[src/design/chd_pkg.sv]
// Package for the chapter heading detector: line phase type, character sets,
// byte constants and the set lookup functions.
// No dependencies.
package chd_pkg;

   // Byte constants
   localparam logic [7:0] SPACE_BYTE  = 8'h20;
   localparam logic [7:0] CR_BYTE     = 8'h0D;
   localparam logic [7:0] END_BYTE    = 8'h00;
   localparam logic [7:0] PFX_LEAD    = 8'hE7;
   localparam logic [7:0] PFX_TAIL    = 8'hAC;
   localparam logic [3:0] LEAD3_NIB   = 4'hE;
   localparam logic [7:0] DIGIT_LO    = 8'h30;
   localparam logic [7:0] DIGIT_HI    = 8'h39;

   // Title buffer capacity register
   localparam int unsigned CAP_W      = 9;
   localparam logic [CAP_W-1:0] CAP_RESET = 9'd64;
   localparam int unsigned LEN_W      = 8;
   localparam int unsigned SEEN_W     = 9;
   localparam logic [SEEN_W-1:0] SEEN_MAX = 9'd511;
   localparam logic [LEN_W-1:0] LEN_MAX = 8'd255;

   localparam int unsigned CP_W       = 16;
   localparam int unsigned NUM_COUNT  = 15;
   localparam int unsigned UNIT_COUNT = 7;

   localparam logic [CP_W-1:0] NUMERAL_SET [NUM_COUNT] = '{
      16'h3007, 16'h4E00, 16'h4E8C, 16'h4E09, 16'h56DB, 16'h4E94, 16'h516D, 16'h4E03,
      16'h516B, 16'h4E5D, 16'h5341, 16'h767E, 16'h5343, 16'h4E07, 16'h4E24
   };
   localparam logic [CP_W-1:0] UNIT_SET [UNIT_COUNT] = '{
      16'h5377, 16'h7AE0, 16'h56DE, 16'h8282, 16'h7BC7, 16'h90E8, 16'h96C6
   };

   // Line scan phase, one-hot
   typedef enum logic [5:0] {
      PH_SPACES  = 6'b000001,
      PH_PFX1    = 6'b000010,
      PH_PFX2    = 6'b000100,
      PH_NUMS    = 6'b001000,
      PH_MATCHED = 6'b010000,
      PH_FAILED  = 6'b100000
   } phase_type;

   // Position inside a 3-byte character
   typedef enum logic [1:0] {
      CB_LEAD   = 2'd0,
      CB_MIDDLE = 2'd1,
      CB_LAST   = 2'd2
   } char_pos_type;

   function automatic logic is_numeral(input logic [CP_W-1:0] cp);
      logic hit;
      hit = 1'b0;
      for (int i = 0; i < NUM_COUNT; i++) begin
         if (NUMERAL_SET[i] == cp) hit = 1'b1;
      end
      return hit;
   endfunction

   function automatic logic is_unit(input logic [CP_W-1:0] cp);
      logic hit;
      hit = 1'b0;
      for (int i = 0; i < UNIT_COUNT; i++) begin
         if (UNIT_SET[i] == cp) hit = 1'b1;
      end
      return hit;
   endfunction

endpackage

[src/design/chd_intf.sv]
// Valid/ready channel interfaces for the chapter heading detector.
// Depends on chd_pkg for field widths.
interface chd_req_if;
   logic       valid;
   logic       ready;
   logic [7:0] text_byte;

   modport source (output valid, output text_byte, input ready);
   modport sink   (input valid, input text_byte, output ready);
endinterface

interface chd_rsp_if;
   logic                       valid;
   logic                       ready;
   logic                       is_title;
   logic [chd_pkg::LEN_W-1:0]  title_length;

   modport source (output valid, output is_title, output title_length, input ready);
   modport sink   (input valid, input is_title, input title_length, output ready);
endinterface

[src/design/chapter_heading_detector.sv]
// Chapter heading detector top level: per-line scan state and result register.
// Depends on chd_pkg and the channel interfaces in chd_intf.sv.
//
//   Channel   Direction  Payload                     Transfer
//   req_ch    in         text_byte[7:0]              valid & ready
//   rsp_ch    out        is_title, title_length[7:0] valid & ready
//   csr_*     in         csr_wr_data[8:0]            csr_wr_en
//
// One byte is taken per cycle while req_ch.ready is high; a zero byte puts its result in the output
// register on the following cycle. req_ch.ready drops only while a result
// sits in the output register and rsp_ch.ready is low.
// Synchronous active-high reset clears the line state, empties the output
// register and sets title capacity to 64.
module chapter_heading_detector (
   input  logic                          clock,
   input  logic                          reset,
   chd_req_if.sink                       req_ch,
   chd_rsp_if.source                     rsp_ch,
   input  logic                          csr_wr_en,
   input  logic [chd_pkg::CAP_W-1:0]     csr_wr_data
);

   chd_pkg::phase_type                phase_ff, phase_in;
   chd_pkg::char_pos_type             cpos_ff, cpos_in;
   logic [3:0]                        lead_ff, lead_in;
   logic [5:0]                        mid_ff, mid_in;
   logic                              seen_num_ff, seen_num_in;
   logic [chd_pkg::SEEN_W-1:0]        seen_ff, seen_in;
   logic [chd_pkg::LEN_W-1:0]         kept_ff, kept_in;
   logic [chd_pkg::LEN_W-1:0]         limit_ff, limit_in;
   logic                              rsp_valid_ff, rsp_valid_in;
   logic                              is_title_ff, is_title_in;
   logic [chd_pkg::LEN_W-1:0]         title_len_ff, title_len_in;

   logic                              req_xfer;
   logic                              line_end;
   logic [7:0]                        c;
   logic [chd_pkg::CP_W-1:0]          cp;
   logic [chd_pkg::CAP_W-1:0]         cap_m1;

   assign c        = req_ch.text_byte;
   assign req_xfer = req_ch.valid && req_ch.ready;
   assign line_end = req_xfer && (c == chd_pkg::END_BYTE);
   assign cp       = {lead_ff, mid_ff, c[5:0]};

   // Output register handshake
   assign req_ch.ready        = !rsp_valid_ff || rsp_ch.ready;
   assign rsp_ch.valid        = rsp_valid_ff;
   assign rsp_ch.is_title     = is_title_ff;
   assign rsp_ch.title_length = title_len_ff;

   // Kept-byte limit: min(capacity - 1, 255), zero for zero capacity
   always_comb begin
      cap_m1   = csr_wr_data - chd_pkg::CAP_W'(1);
      limit_in = limit_ff;
      if (csr_wr_en) begin
         if (csr_wr_data == '0)
            limit_in = '0;
         else if (cap_m1 > chd_pkg::CAP_W'(chd_pkg::LEN_MAX))
            limit_in = chd_pkg::LEN_MAX;
         else
            limit_in = cap_m1[chd_pkg::LEN_W-1:0];
      end
   end

   // Line scan next state
   always_comb begin
      phase_in    = phase_ff;
      cpos_in     = cpos_ff;
      lead_in     = lead_ff;
      mid_in      = mid_ff;
      seen_num_in = seen_num_ff;
      seen_in     = seen_ff;
      kept_in     = kept_ff;
      if (line_end) begin
         phase_in    = chd_pkg::PH_SPACES;
         cpos_in     = chd_pkg::CB_LEAD;
         lead_in     = '0;
         mid_in      = '0;
         seen_num_in = 1'b0;
         seen_in     = '0;
         kept_in     = '0;
      end else if (req_xfer) begin
         // title length tracks the last kept non-blank byte
         if (seen_ff < chd_pkg::SEEN_W'(limit_ff) && c != chd_pkg::SPACE_BYTE &&
             c != chd_pkg::CR_BYTE)
            kept_in = seen_ff[chd_pkg::LEN_W-1:0] + chd_pkg::LEN_W'(1);
         if (seen_ff != chd_pkg::SEEN_MAX)
            seen_in = seen_ff + chd_pkg::SEEN_W'(1);

         unique case (phase_ff)
            chd_pkg::PH_SPACES: begin
               if (c == chd_pkg::SPACE_BYTE)    phase_in = chd_pkg::PH_SPACES;
               else if (c == chd_pkg::PFX_LEAD) phase_in = chd_pkg::PH_PFX1;
               else                             phase_in = chd_pkg::PH_FAILED;
            end
            chd_pkg::PH_PFX1: begin
               phase_in = (c == chd_pkg::PFX_TAIL) ? chd_pkg::PH_PFX2 : chd_pkg::PH_FAILED;
            end
            chd_pkg::PH_PFX2: begin
               phase_in = (c == chd_pkg::PFX_TAIL) ? chd_pkg::PH_NUMS : chd_pkg::PH_FAILED;
            end
            chd_pkg::PH_NUMS: begin
               unique case (cpos_ff)
                  chd_pkg::CB_LEAD: begin
                     if (c >= chd_pkg::DIGIT_LO && c <= chd_pkg::DIGIT_HI) begin
                        seen_num_in = 1'b1;
                     end else if (c[7:4] == chd_pkg::LEAD3_NIB) begin
                        lead_in = c[3:0];
                        cpos_in = chd_pkg::CB_MIDDLE;
                     end else begin
                        phase_in = chd_pkg::PH_FAILED;
                     end
                  end
                  chd_pkg::CB_MIDDLE: begin
                     mid_in  = c[5:0];
                     cpos_in = chd_pkg::CB_LAST;
                  end
                  chd_pkg::CB_LAST: begin
                     cpos_in = chd_pkg::CB_LEAD;
                     if (chd_pkg::is_numeral(cp))
                        seen_num_in = 1'b1;
                     else if (seen_num_ff && chd_pkg::is_unit(cp))
                        phase_in = chd_pkg::PH_MATCHED;
                     else
                        phase_in = chd_pkg::PH_FAILED;
                  end
                  default: phase_in = chd_pkg::PH_FAILED;
               endcase
            end
            chd_pkg::PH_MATCHED, chd_pkg::PH_FAILED: begin
               phase_in = phase_ff;
            end
            default: phase_in = chd_pkg::PH_FAILED;
         endcase
      end
   end

   // Result register load and drain
   always_comb begin
      rsp_valid_in = rsp_valid_ff;
      is_title_in  = is_title_ff;
      title_len_in = title_len_ff;
      if (rsp_valid_ff && rsp_ch.ready) rsp_valid_in = 1'b0;
      if (line_end) begin
         rsp_valid_in = 1'b1;
         is_title_in  = (phase_ff == chd_pkg::PH_MATCHED);
         title_len_in = (phase_ff == chd_pkg::PH_MATCHED) ? kept_ff : '0;
      end
   end

   // Control and line state registers
   always_ff @(posedge clock) begin
      if (reset) begin
         phase_ff     <= chd_pkg::PH_SPACES;
         cpos_ff      <= chd_pkg::CB_LEAD;
         lead_ff      <= '0;
         mid_ff       <= '0;
         seen_num_ff  <= 1'b0;
         seen_ff      <= '0;
         kept_ff      <= '0;
         limit_ff     <= chd_pkg::LEN_W'(chd_pkg::CAP_RESET - chd_pkg::CAP_W'(1));
         rsp_valid_ff <= 1'b0;
      end else begin
         phase_ff     <= phase_in;
         cpos_ff      <= cpos_in;
         lead_ff      <= lead_in;
         mid_ff       <= mid_in;
         seen_num_ff  <= seen_num_in;
         seen_ff      <= seen_in;
         kept_ff      <= kept_in;
         limit_ff     <= limit_in;
         rsp_valid_ff <= rsp_valid_in;
      end
   end

   // Result payload
   always_ff @(posedge clock) begin
      is_title_ff  <= is_title_in;
      title_len_ff <= title_len_in;
   end

   // Checks
   a_end_gives_result: assert property (@(posedge clock) disable iff (reset)
      line_end |=> rsp_valid_ff)
      else $error("line end did not load a result");

   a_end_clears_line: assert property (@(posedge clock) disable iff (reset)
      line_end |=> (seen_ff == '0 && kept_ff == '0 && phase_ff == chd_pkg::PH_SPACES))
      else $error("line state not cleared after line end");

   a_no_title_no_len: assert property (@(posedge clock) disable iff (reset)
      (rsp_valid_ff && !is_title_ff) |-> (title_len_ff == '0))
      else $error("nonzero length on a non-heading line");

   a_kept_bounded: assert property (@(posedge clock) disable iff (reset)
      (chd_pkg::SEEN_W'(kept_ff) <= seen_ff) && (kept_ff <= limit_ff || kept_ff == '0))
      else $error("kept length beyond bytes seen or limit");

endmodule
[src/flat_wrapper.sv]
// flat-port wrapper written by rule: the top's interface ports become plain ports
module chapter_heading_detector_flat 
  (clock, reset, csr_wr_en, csr_wr_data, req_ch_valid, req_ch_text_byte, req_ch_ready, rsp_ch_valid, rsp_ch_is_title, rsp_ch_title_length, rsp_ch_ready);
  chd_req_if req_ch_i ();
  chd_rsp_if rsp_ch_i ();
  input  logic clock;
  input  logic reset;
  input  logic csr_wr_en;
  input  logic [chd_pkg::CAP_W-1:0] csr_wr_data;
  input wire logic [$bits(req_ch_i.valid)-1:0] req_ch_valid;
  input wire logic [$bits(req_ch_i.text_byte)-1:0] req_ch_text_byte;
  output wire logic [$bits(req_ch_i.ready)-1:0] req_ch_ready;
  output wire logic [$bits(rsp_ch_i.valid)-1:0] rsp_ch_valid;
  output wire logic [$bits(rsp_ch_i.is_title)-1:0] rsp_ch_is_title;
  output wire logic [$bits(rsp_ch_i.title_length)-1:0] rsp_ch_title_length;
  input wire logic [$bits(rsp_ch_i.ready)-1:0] rsp_ch_ready;
  assign req_ch_i.valid = req_ch_valid;
  assign req_ch_i.text_byte = req_ch_text_byte;
  assign req_ch_ready = req_ch_i.ready;
  assign rsp_ch_valid = rsp_ch_i.valid;
  assign rsp_ch_is_title = rsp_ch_i.is_title;
  assign rsp_ch_title_length = rsp_ch_i.title_length;
  assign rsp_ch_i.ready = rsp_ch_ready;
  chapter_heading_detector u_core (.clock(clock), .reset(reset), .req_ch(req_ch_i), .rsp_ch(rsp_ch_i), .csr_wr_en(csr_wr_en), .csr_wr_data(csr_wr_data));
endmodule
[config.mk]
export PLATFORM = sky130hd
export DESIGN_NAME = chapter_heading_detector_flat
export DESIGN_NICKNAME = d
export VERILOG_FILES = /design/src/design/chd_pkg.sv /design/src/design/chd_intf.sv /design/src/design/chapter_heading_detector.sv /design/src/flat_wrapper.sv
export SDC_FILE = /design/constraint.sdc
export NUM_CORES = 1
export LEC_CHECK = 0
export ABC_CLOCK_PERIOD_IN_PS = 4690
export BUFFER_PORTS_ARGS = -buffer_cell sky130_fd_sc_hd__buf_2
export CORE_MARGIN = 3
export CORE_UTILIZATION = 28
export CTS_CLUSTER_DIAMETER = 150
export DETAILED_ROUTE_END_ITERATION = 10
export SETUP_SLACK_MARGIN = 0.2
export SYNTH_ARGS = -nofsm -noshare
export SYNTH_HDL_FRONTEND = slang
export SYNTH_SLANG_ARGS = --single-unit
[constraint.sdc]
create_clock -name clock -period 4.69 [get_ports clock]
set_input_delay 1.407 -clock clock [delete_from_list [all_inputs] [get_ports clock]]
set_output_delay 1.407 -clock clock [all_outputs]
set_load 0.005 [all_outputs]
* Word-level counts from Yosys, hierarchy flattened
Index checks and enable logic that the tools add are counted.
Word-level totals: output and inout port bits 11, bits of input ports 22, word-level logic and storage cells 140, register bits after elaboration 54
Operators by class: reductions and logical operators 24, equal/unequal tests 45, bitwise operators 2, muxes and demuxes 51, $add $sub $neg 3, order comparisons 4
Operators with widths (number):
- == test 15 x 16 -> 1 bit, first input constant | 18
- == test 16 bit, first input constant | 3
- two-way mux 6 bit | 8
- two-way mux 1 bit | 35
- one-hot mux 6 bit (5 select lines) | 1
- one-hot mux 6 bit (3 select lines) | 1
- == test 14 x 16 -> 1 bit, first input constant | 1
- == test 8 bit, second input constant | 2
- two-way mux 8 bit | 2
- AND reduction 5 bit | 3
- adder 9 x 1 -> 9 bit, second input constant | 1
- greater-than comparator 9 x 8 -> 1 bit, second input constant | 1
- zero test 9 bit | 1
- less-than comparator 9 x 8 -> 1 bit | 1
- inequality test 3 bit, second input constant | 3
- inequality test 9 bit, second input constant | 1
- subtractor 9 x 1 -> 9 bit, second input constant | 1
- adder 8 x 1 -> 8 bit, second input constant | 1
- == test 8 x 6 -> 1 bit, second input constant | 1
- greater-or-equal comparator 8 x 6 -> 1 bit, second input constant | 1
- less-or-equal comparator 8 x 6 -> 1 bit, second input constant | 1
- zero test 8 bit | 1
- inequality test 8 x 4 -> 1 bit, second input constant | 1
- inequality test 8 x 6 -> 1 bit, second input constant | 1
- other kinds (25) | 39

* Depth between registers and ports, before layout
Gate-level depths: netlist (run 1).
depth after elaboration 30, mapped depth 11, depth with buffers taken out 10

* Worst setup path before layout (run 1)
No wires, ideal clock.
path kind input to register, start point input port req_ch_text_byte[5], end point register u_core.cpos_ff[1], required time 4.573 ns, path buffers 2, cell stages on the path 7, setup time 0.117 ns, path slack 1.172 ns, arrival time 3.401 ns, cell sequence buf_2 -> or4_1 -> nor4_2 -> inv_2 -> nand2_1 -> buf_2 -> nor2_1
On the way: elaborated cells on any way between the ends 10, classes of those cells order compare (2); eq/ne (3); reduce/logical (5)
RTL lines:
- from (decl) | line flat_wrapper.sv:11 | input wire logic [$bits(req_ch_i.text_byte)-1:0] req_ch_text_byte;
- zero test 8 bit | line chapter_heading_detector.sv:43 | assign line_end = req_xfer && (c == chd_pkg::END_BYTE);
- logical AND 1 bit | line chapter_heading_detector.sv:43
- net u_core.line_end | line chapter_heading_detector.sv:36 | logic line_end;
- OR reduction 2 bit (no line)
- to (signal assigned) | line chapter_heading_detector.sv:156 | cpos_ff <= chd_pkg::CB_LEAD;
- to (signal assigned) | line chapter_heading_detector.sv:166 | cpos_ff <= cpos_in;
- to (decl) | line chapter_heading_detector.sv:24 | chd_pkg::char_pos_type cpos_ff, cpos_in;
The timed path passes the listed nets, and every way through them passes these cells. A chain may end at the register's enable or synchronous reset.

* Worst setup path in the final report (run 1)
start point input port rsp_ch_ready, end point register u_core.kept_ff[0] in the netlist's numbering
On the way: cells in the longest elaborated chain, start to end 4, elaborated cells on any way between the ends 5, classes of those cells reduce/logical (5)
RTL lines:
- from (decl) | line flat_wrapper.sv:16 | input wire logic [$bits(rsp_ch_i.ready)-1:0] rsp_ch_ready;
- logical OR 1 bit * | line chapter_heading_detector.sv:47 | assign req_ch.ready = !rsp_valid_ff || rsp_ch.ready;
- logical AND 1 bit * | line chapter_heading_detector.sv:42 | assign req_xfer = req_ch.valid && req_ch.ready;
- logical AND 1 bit | line chapter_heading_detector.sv:43
- OR reduction 2 bit (no line)
- to (signal assigned) | line chapter_heading_detector.sv:171 | kept_ff <= kept_in;
- to (decl) | line chapter_heading_detector.sv:29 | logic [chd_pkg::LEN_W-1:0] kept_ff, kept_in;
Mark *: on every way between the ends. The rest lies on a longest branch, timed or not.

==> results of run 1 <==
-- report_power, final --
part | total [mW] | internal [mW] | switching (mW)
Sequential | 0.485 | 0.478 | 0.00704
Clock | 0.424 | 0.255 | 0.169
Combinational | 0.0955 | 0.0361 | 0.0594
Total | 1.00 | 0.769 | 0.235
-- metrics by stage --
step / std cells / power (mW) / utilization, % / area [µm²]
2_1_floorplan: 404 / 0.5635 / - / 3324
3_3_place_gp: 560 / 0.5888 / 30.95 / 3565
3_5_place_dp: 560 / 0.5907 / 30.95 / 3565
4_1_cts: 568 / 1.015 / 32.45 / 3737
5_1_grt: 568 / 1.043 / 32.45 / 3737
6_report: 568 / 1.005 / 32.45 / 3737
-- kinds of logic after synthesis --
family / share of synthesized area, %
buf+inv: 5.118
fa+ha+maj: 6.022
simple gates: 32.78
mux: 2.710
flops: 35.23
compound gates: 13.14
xor+xnor: 5.006
-- routing by layer --
metal  GRT usage [%]  routed length [µm]  share of wire (%)  up-vias
met5               0                   0                  0        -
met2           18.56                3533                 48       43
met1           15.22                3626                 49     1336
li1                -                   -                  -     1470
met4           4.147                 108                1.5        0
met3           1.579                 164                2.2        9
-- sequential cells by signal, summed over array words and instances, names as in the netlist --
signal and count:
u_core.limit_ff 8, u_core.rsp_ch.title_length 8, u_core.kept_ff 8, u_core.mid_ff 6, u_core.rsp_ch.is_title 1, u_core.seen_num_ff 1
u_core.phase_ff 6, u_core.lead_ff 4, u_core.rsp_ch.valid 1, u_core.seen_ff 9, u_core.cpos_ff 2
-- worst max-delay path, stage by stage --
cell and delay, ns:
buf_2 0.07, nand2b_1 0.14, nand2_1 0.33, a2111oi_0 0.67, nand3_1 0.14, a311o_1 0.48
or2_0 0.28, a21oi_1 0.11
-- worst min path at each step --
stage,startpoint,end,slack (ns)
after floorplan,u_core.seen_num_ff,u_core.seen_num_ff,0.43
after global placement,u_core.kept_ff[0],u_core.kept_ff[0],0.44
after detailed placement,u_core.kept_ff[0],u_core.kept_ff[0],0.45
final,u_core.kept_ff[0],u_core.kept_ff[0],0.45
after global routing,u_core.kept_ff[0],u_core.kept_ff[0],0.47
after CTS,u_core.kept_ff[0],u_core.kept_ff[0],0.46
-- final cells by class --
type / instances / area, µm²
Timing Repair Buffer: 34 / 175.2
Fill cell: 1201 / 7779
Tap cell: 143 / 178.9
Clock inverter: 3 / 47.55
Clock buffer: 5 / 125.1
Inverter: 15 / 56.30
Sequential cell: 54 / 1171
Multi-Input combinational cell: 314 / 1983
-- cell usage in the layout (no fill, tap or decap), types with 5 or more instances in the layout --
| master | Yosys | layout |
|---|---|---|
| nor2_1 | 54 | 54 |
| dfxtp_1 | 45 | 45 |
| nand2_1 | 41 | 41 |
| a21oi_1 | 33 | 33 |
| buf_2 | 7 | 32 |
| ha_1 | 16 | 16 |
| inv_1 | 14 | 14 |
| nand3_1 | 14 | 14 |
| nor3_1 | 14 | 14 |
| and2_1 | 11 | 11 |
| xor2_1 | 11 | 11 |
| o21ai_0 | 10 | 10 |
| nor4b_1 | 10 | 10 |
| nand2b_1 | 9 | 9 |
| mux2i_1 | 9 | 9 |
| edfxtp_1 | 9 | 9 |
| xnor2_1 | 8 | 8 |
| nand4b_1 | 7 | 7 |
| nand3b_1 | 6 | 6 |
| nand4_1 | 5 | 5 |
| clkbuf_16 | 0 | 5 |
==> results by group, run 1 <==
Floorplan
  – Initial core utilization: 28.87%
  – Die Area: 13220 µm²
  – FP Rows: 39
  – IO Count: 33
  – Die X: 115.0 µm
  – Total core area: 11520 µm²
  – Die Height: 115.0 µm

Synth
  – EDFF count, synth: 9
  – Yosys top cell area share: 27.10%
  – Main synth FF type: dfxtp_1
  – Top post-synthesis cells by count: nor2_1 (54), dfxtp_1 (45), nand2_1 (41)
  – Synth area leaders: dfxtp_1 (27%), edfxtp_1 (8.1%), nor2_1 (6.1%)
  – Syn_nets: 442
  – Mapped Cells: 404
  – Post-Syn Area: 3324 µm²
  – Top-count cell post-synth: nor2_1
  – Avg Cell Area, Syn: 8.229 µm²
  – Ys Warns: 0
  – Synth unique cells: 60
  – Post-synth ARST share: 0%
  – Area leader, netlist: dfxtp_1
  – Seq/Total Area, Yosys: 35.23%
  – Synthesized flop and latch total: 54

Worst setup path
  – FF-to-FF End: u_core.kept_ff[0]
  – CP max FO: 15
  – CP arrival: 3.63 ns
  – Worst EP required: 4.92 ns
  – CP startpoint kind: input port
  – WS Path Type: input port to flip-flop
  – Worst setup path startpoint: rsp_ch_ready
  – CP endpoint: u_core.kept_ff[0]
  – Worst reg-to-reg setup slack: 2.18 ns
  – R2R cell count: 7
  – R2R Path Start: u_core.rsp_ch.valid
  – Crit end category: flip-flop

STA
  – Final hold violation count: 0
  – Final setup viols: 0
  – Final Skew: 0.004599 ns
  – Final setup margin: 1.290 ns
  – Final Slew Violations: 0
  – Hold slack: 0.4511 ns
  – RSZ-0062 raised after global routing: no
  – Fmax: 294.1 MHz
  – Relative slew slack: 54.70%
  – Minimum clock period: 3.400 ns
  – Final Cycle Share: 72.49%
  – Worst-margin pin slew: 0.6781 ns
  – Sum Neg Setup Slack: 0 ns

Detailed routing
  – Pre-antenna DRT Iters: 4
  – Vias: 2858
  – Wire per inst: 13.09 µm
  – Detail Route Antenna Nets: 0
  – Final WL: 7433 µm
  – Remaining DRCs: 0
  – Initial DRC count: 158
  – Avg Vias per Cell: 5.032

Placed design
  – Final Wtd Congestion: 0.8469
  – Worst slack, placed: 1.017 ns
  – Port Buffers: 32
  – Hpwl dp: 5607 µm

Power and ir drop
  – PwrDens: 268.8 nW/µm²
  – Peak supply drop: 0.0001502 V
  – Leakage: 1.436 nW

Clocking
  – CTS buffer count: 5
  – Worst-skew pair later-pin latency: 0.29 ns
  – Hold-fix buffers, CTS: 0
  – CTS-repair resized insts: 0
  – Clock sink count: 54
  – Clk Tree Root Cell: clkbuf_16
  – CTS H-tree lvls: 2
  – Clk pin slew, worst setup/hold paths: 0.07 ns
  – Max Buffers Root-to-Sink: 2
  – Post-CTS Setup Bufs: 0
  – CTS tree: built

Worst hold path
  – Hold WC Path Type: flip-flop to flip-flop
  – Hold path depth: 2

GRT
  – Pin count of the biggest net entering global routing: 36
  – Wire length of the first global-routing pass: 12420 µm
  – Total grt overflow: 0
  – Vias in the first global route: 2587
  – Initial antenna violation count: 0
  – Gr usage total: 11.33%

Status
  – Status: finished clean

Final layout
  – Antenna cells: 0
  – Syn-to-layout area delta: 12.42%
  – Share of cells above drive strength 1: 12.24%
  – Nets: 462

Run
  – Number of max-cap violations: 0
Note: power is estimated with default switching activity, not from simulation.
==> run 2, diff against run 1 <==
--- a/config.mk
+++ b/config.mk
@@ -5,7 +5,7 @@
 export SDC_FILE = /design/constraint.sdc
 export NUM_CORES = 1
 export LEC_CHECK = 0
-export ABC_CLOCK_PERIOD_IN_PS = 4690
+export ABC_CLOCK_PERIOD_IN_PS = 2900
 export BUFFER_PORTS_ARGS = -buffer_cell sky130_fd_sc_hd__buf_2
 export CORE_MARGIN = 3
 export CORE_UTILIZATION = 28
==> constraint.sdc (replaced) <==
create_clock -name clock -period 2.9 [get_ports clock]
set_input_delay 0.87 -clock clock [delete_from_list [all_inputs] [get_ports clock]]
set_output_delay 0.87 -clock clock [all_outputs]
set_load 0.005 [all_outputs]
==> results by group, run 2 (synthesis results as in run 1) <==
Status
  – Status: finished clean

Worst setup path
  – WS Path Type: input port to flip-flop
  – CP max-delay cell: or4_1
  – Crit end category: flip-flop
  – Top delay family on crit path: compound AO/OA/AOI/OAI gates
  – Crit-path cells: buf_2, or4_1, a31oi_1, o21ai_1, a311oi_2, o41ai_2, a21o_1, nand2_2, mux2i_1
  – CP max FO: 8
  – CP max stage delay: 0.53 ns
  – CP arrival: 2.80 ns
  – WP buf/inv: 1
  – CP startpoint kind: input port
  – R2R cell count: 7
  – Worst EP required: 3.13 ns
  – Crit path depth: 9

Floorplan
  – Die Area: 13220 µm²
  – Die X: 115.0 µm
  – Die Height: 115.0 µm
  – FP Rows: 39
  – Total core area: 11520 µm²
  – IO Count: 33
  – Initial core utilization: 28.87%

Detailed routing
  – Detail Route Antenna Nets: 0
  – Initial DRC count: 216
  – Avg Vias per Cell: 4.986
  – Pre-antenna DRT Iters: 5
  – Vias: 2897
  – Remaining DRCs: 0
  – Wire per inst: 12.98 µm
  – Final WL: 7543 µm

GRT
  – Initial antenna violation count: 0
  – Vias in the first global route: 2729
  – Pin count of the biggest net entering global routing: 20
  – Gr usage total: 11.61%
  – Total grt overflow: 0
  – Wire length of the first global-routing pass: 12830 µm

Run
  – Number of max-cap violations: 0

STA
  – Fmax: 388.8 MHz
  – Final hold violation count: 0
  – Relative slew slack: 48.74%
  – Sum Neg Setup Slack: 0 ns
  – Minimum clock period: 2.572 ns
  – Worst-margin pin slew: 0.7672 ns
  – Hold slack: 0.4590 ns
  – Final Skew: 0.004742 ns
  – Final setup margin: 0.3280 ns
  – Final setup viols: 0
  – Final Cycle Share: 88.69%
  – Final Slew Violations: 0
  – RSZ-0062 raised after global routing: no

Final layout
  – Nets: 475
  – Antenna cells: 0
  – Commonest non-fill, non-tap cells in the layout: nor2_1 (54), dfxtp_1 (45), nand2_1 (41), a21oi_1 (33), buf_2 (32)
  – Leading cell type in the layout, fill and taps excluded: nor2_1
  – Syn-to-layout area delta: 15.43%
  – Share of cells above drive strength 1: 14.84%
  – Max reg flops: 9
  – Most flops, register: u_core.seen_ff
  – Post-Layout Cell Count: 581

Clocking
  – Clk pin slew, worst setup/hold paths: 0.07 ns
  – Worst-skew pair later-pin latency: 0.30 ns
  – CTS-repair resized insts: 0
  – Clk Tree Root Cell: clkbuf_16
  – Clock sink count: 54
  – Post-CTS Setup Bufs: 0
  – CTS H-tree lvls: 2
  – CTS buffer count: 5
  – Hold-fix buffers, CTS: 0
  – Max Buffers Root-to-Sink: 2
  – CTS tree: built

Worst hold path
  – Hold path depth: 2
  – Hold WC Path Type: flip-flop to flip-flop

Placed design
  – Port Buffers: 32
  – Hpwl dp: 5866 µm
  – Worst slack, placed: -0.01249 ns
  – DP Cell Count: 573
  – Final Wtd Congestion: 0.9346

Power and ir drop
  – Peak supply drop: 0.0002107 V
  – PwrDens: 409.5 nW/µm²
  – Leakage: 1.498 nW
run 2: routing by layer:
layer / track usage [%] / wire [µm] / up-vias
met5: 0 / 0 / -
met4: 4.695 / 168 / 0
met3: 1.789 / 316 / 14
met2: 19.79 / 3693 / 92
met1: 14.65 / 3364 / 1305
li1: - / - / 1486
run 2: worst register-to-register path, stage by stage (launching register included):
cell and delay [ns]:
dfxtp_1 0.52, nand2b_1 0.16, nor4_1 0.40, a22oi_1 0.17, nor4b_1 0.34, o41ai_1 0.18
or4_1 0.42, a21oi_1 0.15
run 2: cell type report:
| type | count | area (µm²) |
|---|---|---|
| timing repair buffer | 47 | 285.3 |
| clock buffer | 5 | 125.1 |
| tap | 143 | 178.9 |
| fill | 1183 | 7679 |
| clock inverter | 3 | 28.78 |
| sequential | 54 | 1171 |
| multi-input combinational | 314 | 1992 |
| inverter | 15 | 56.30 |
run 2: report_power, final:
group / internal, mW / switching [mW]
sequential: 0.773 / 0.0113
combinational: 0.0703 / 0.0985
clock: 0.330 / 0.288
total: 1.17 / 0.398
run 2: stage by stage:
step	utilization, %	total power [mW]	area (µm²)
floorplan	-	0.9122	3333
global placement	31.99	0.9662	3684
detailed placement	31.99	0.9702	3684
CTS	33.32	1.595	3837
global route	33.32	1.643	3837
finish	33.32	1.572	3837
run 2: worst paths after layout:
path	slack, ns	to	start
worst min register to register	0.46	u_core.limit_ff[7]	u_core.limit_ff[7]
worst min-delay path	0.46	u_core.limit_ff[7]	u_core.limit_ff[7]
worst max register to register	0.49	u_core.phase_ff[4]	u_core.mid_ff[0]
worst max-delay path	0.33	u_core.phase_ff[3]	req_ch_text_byte[3]
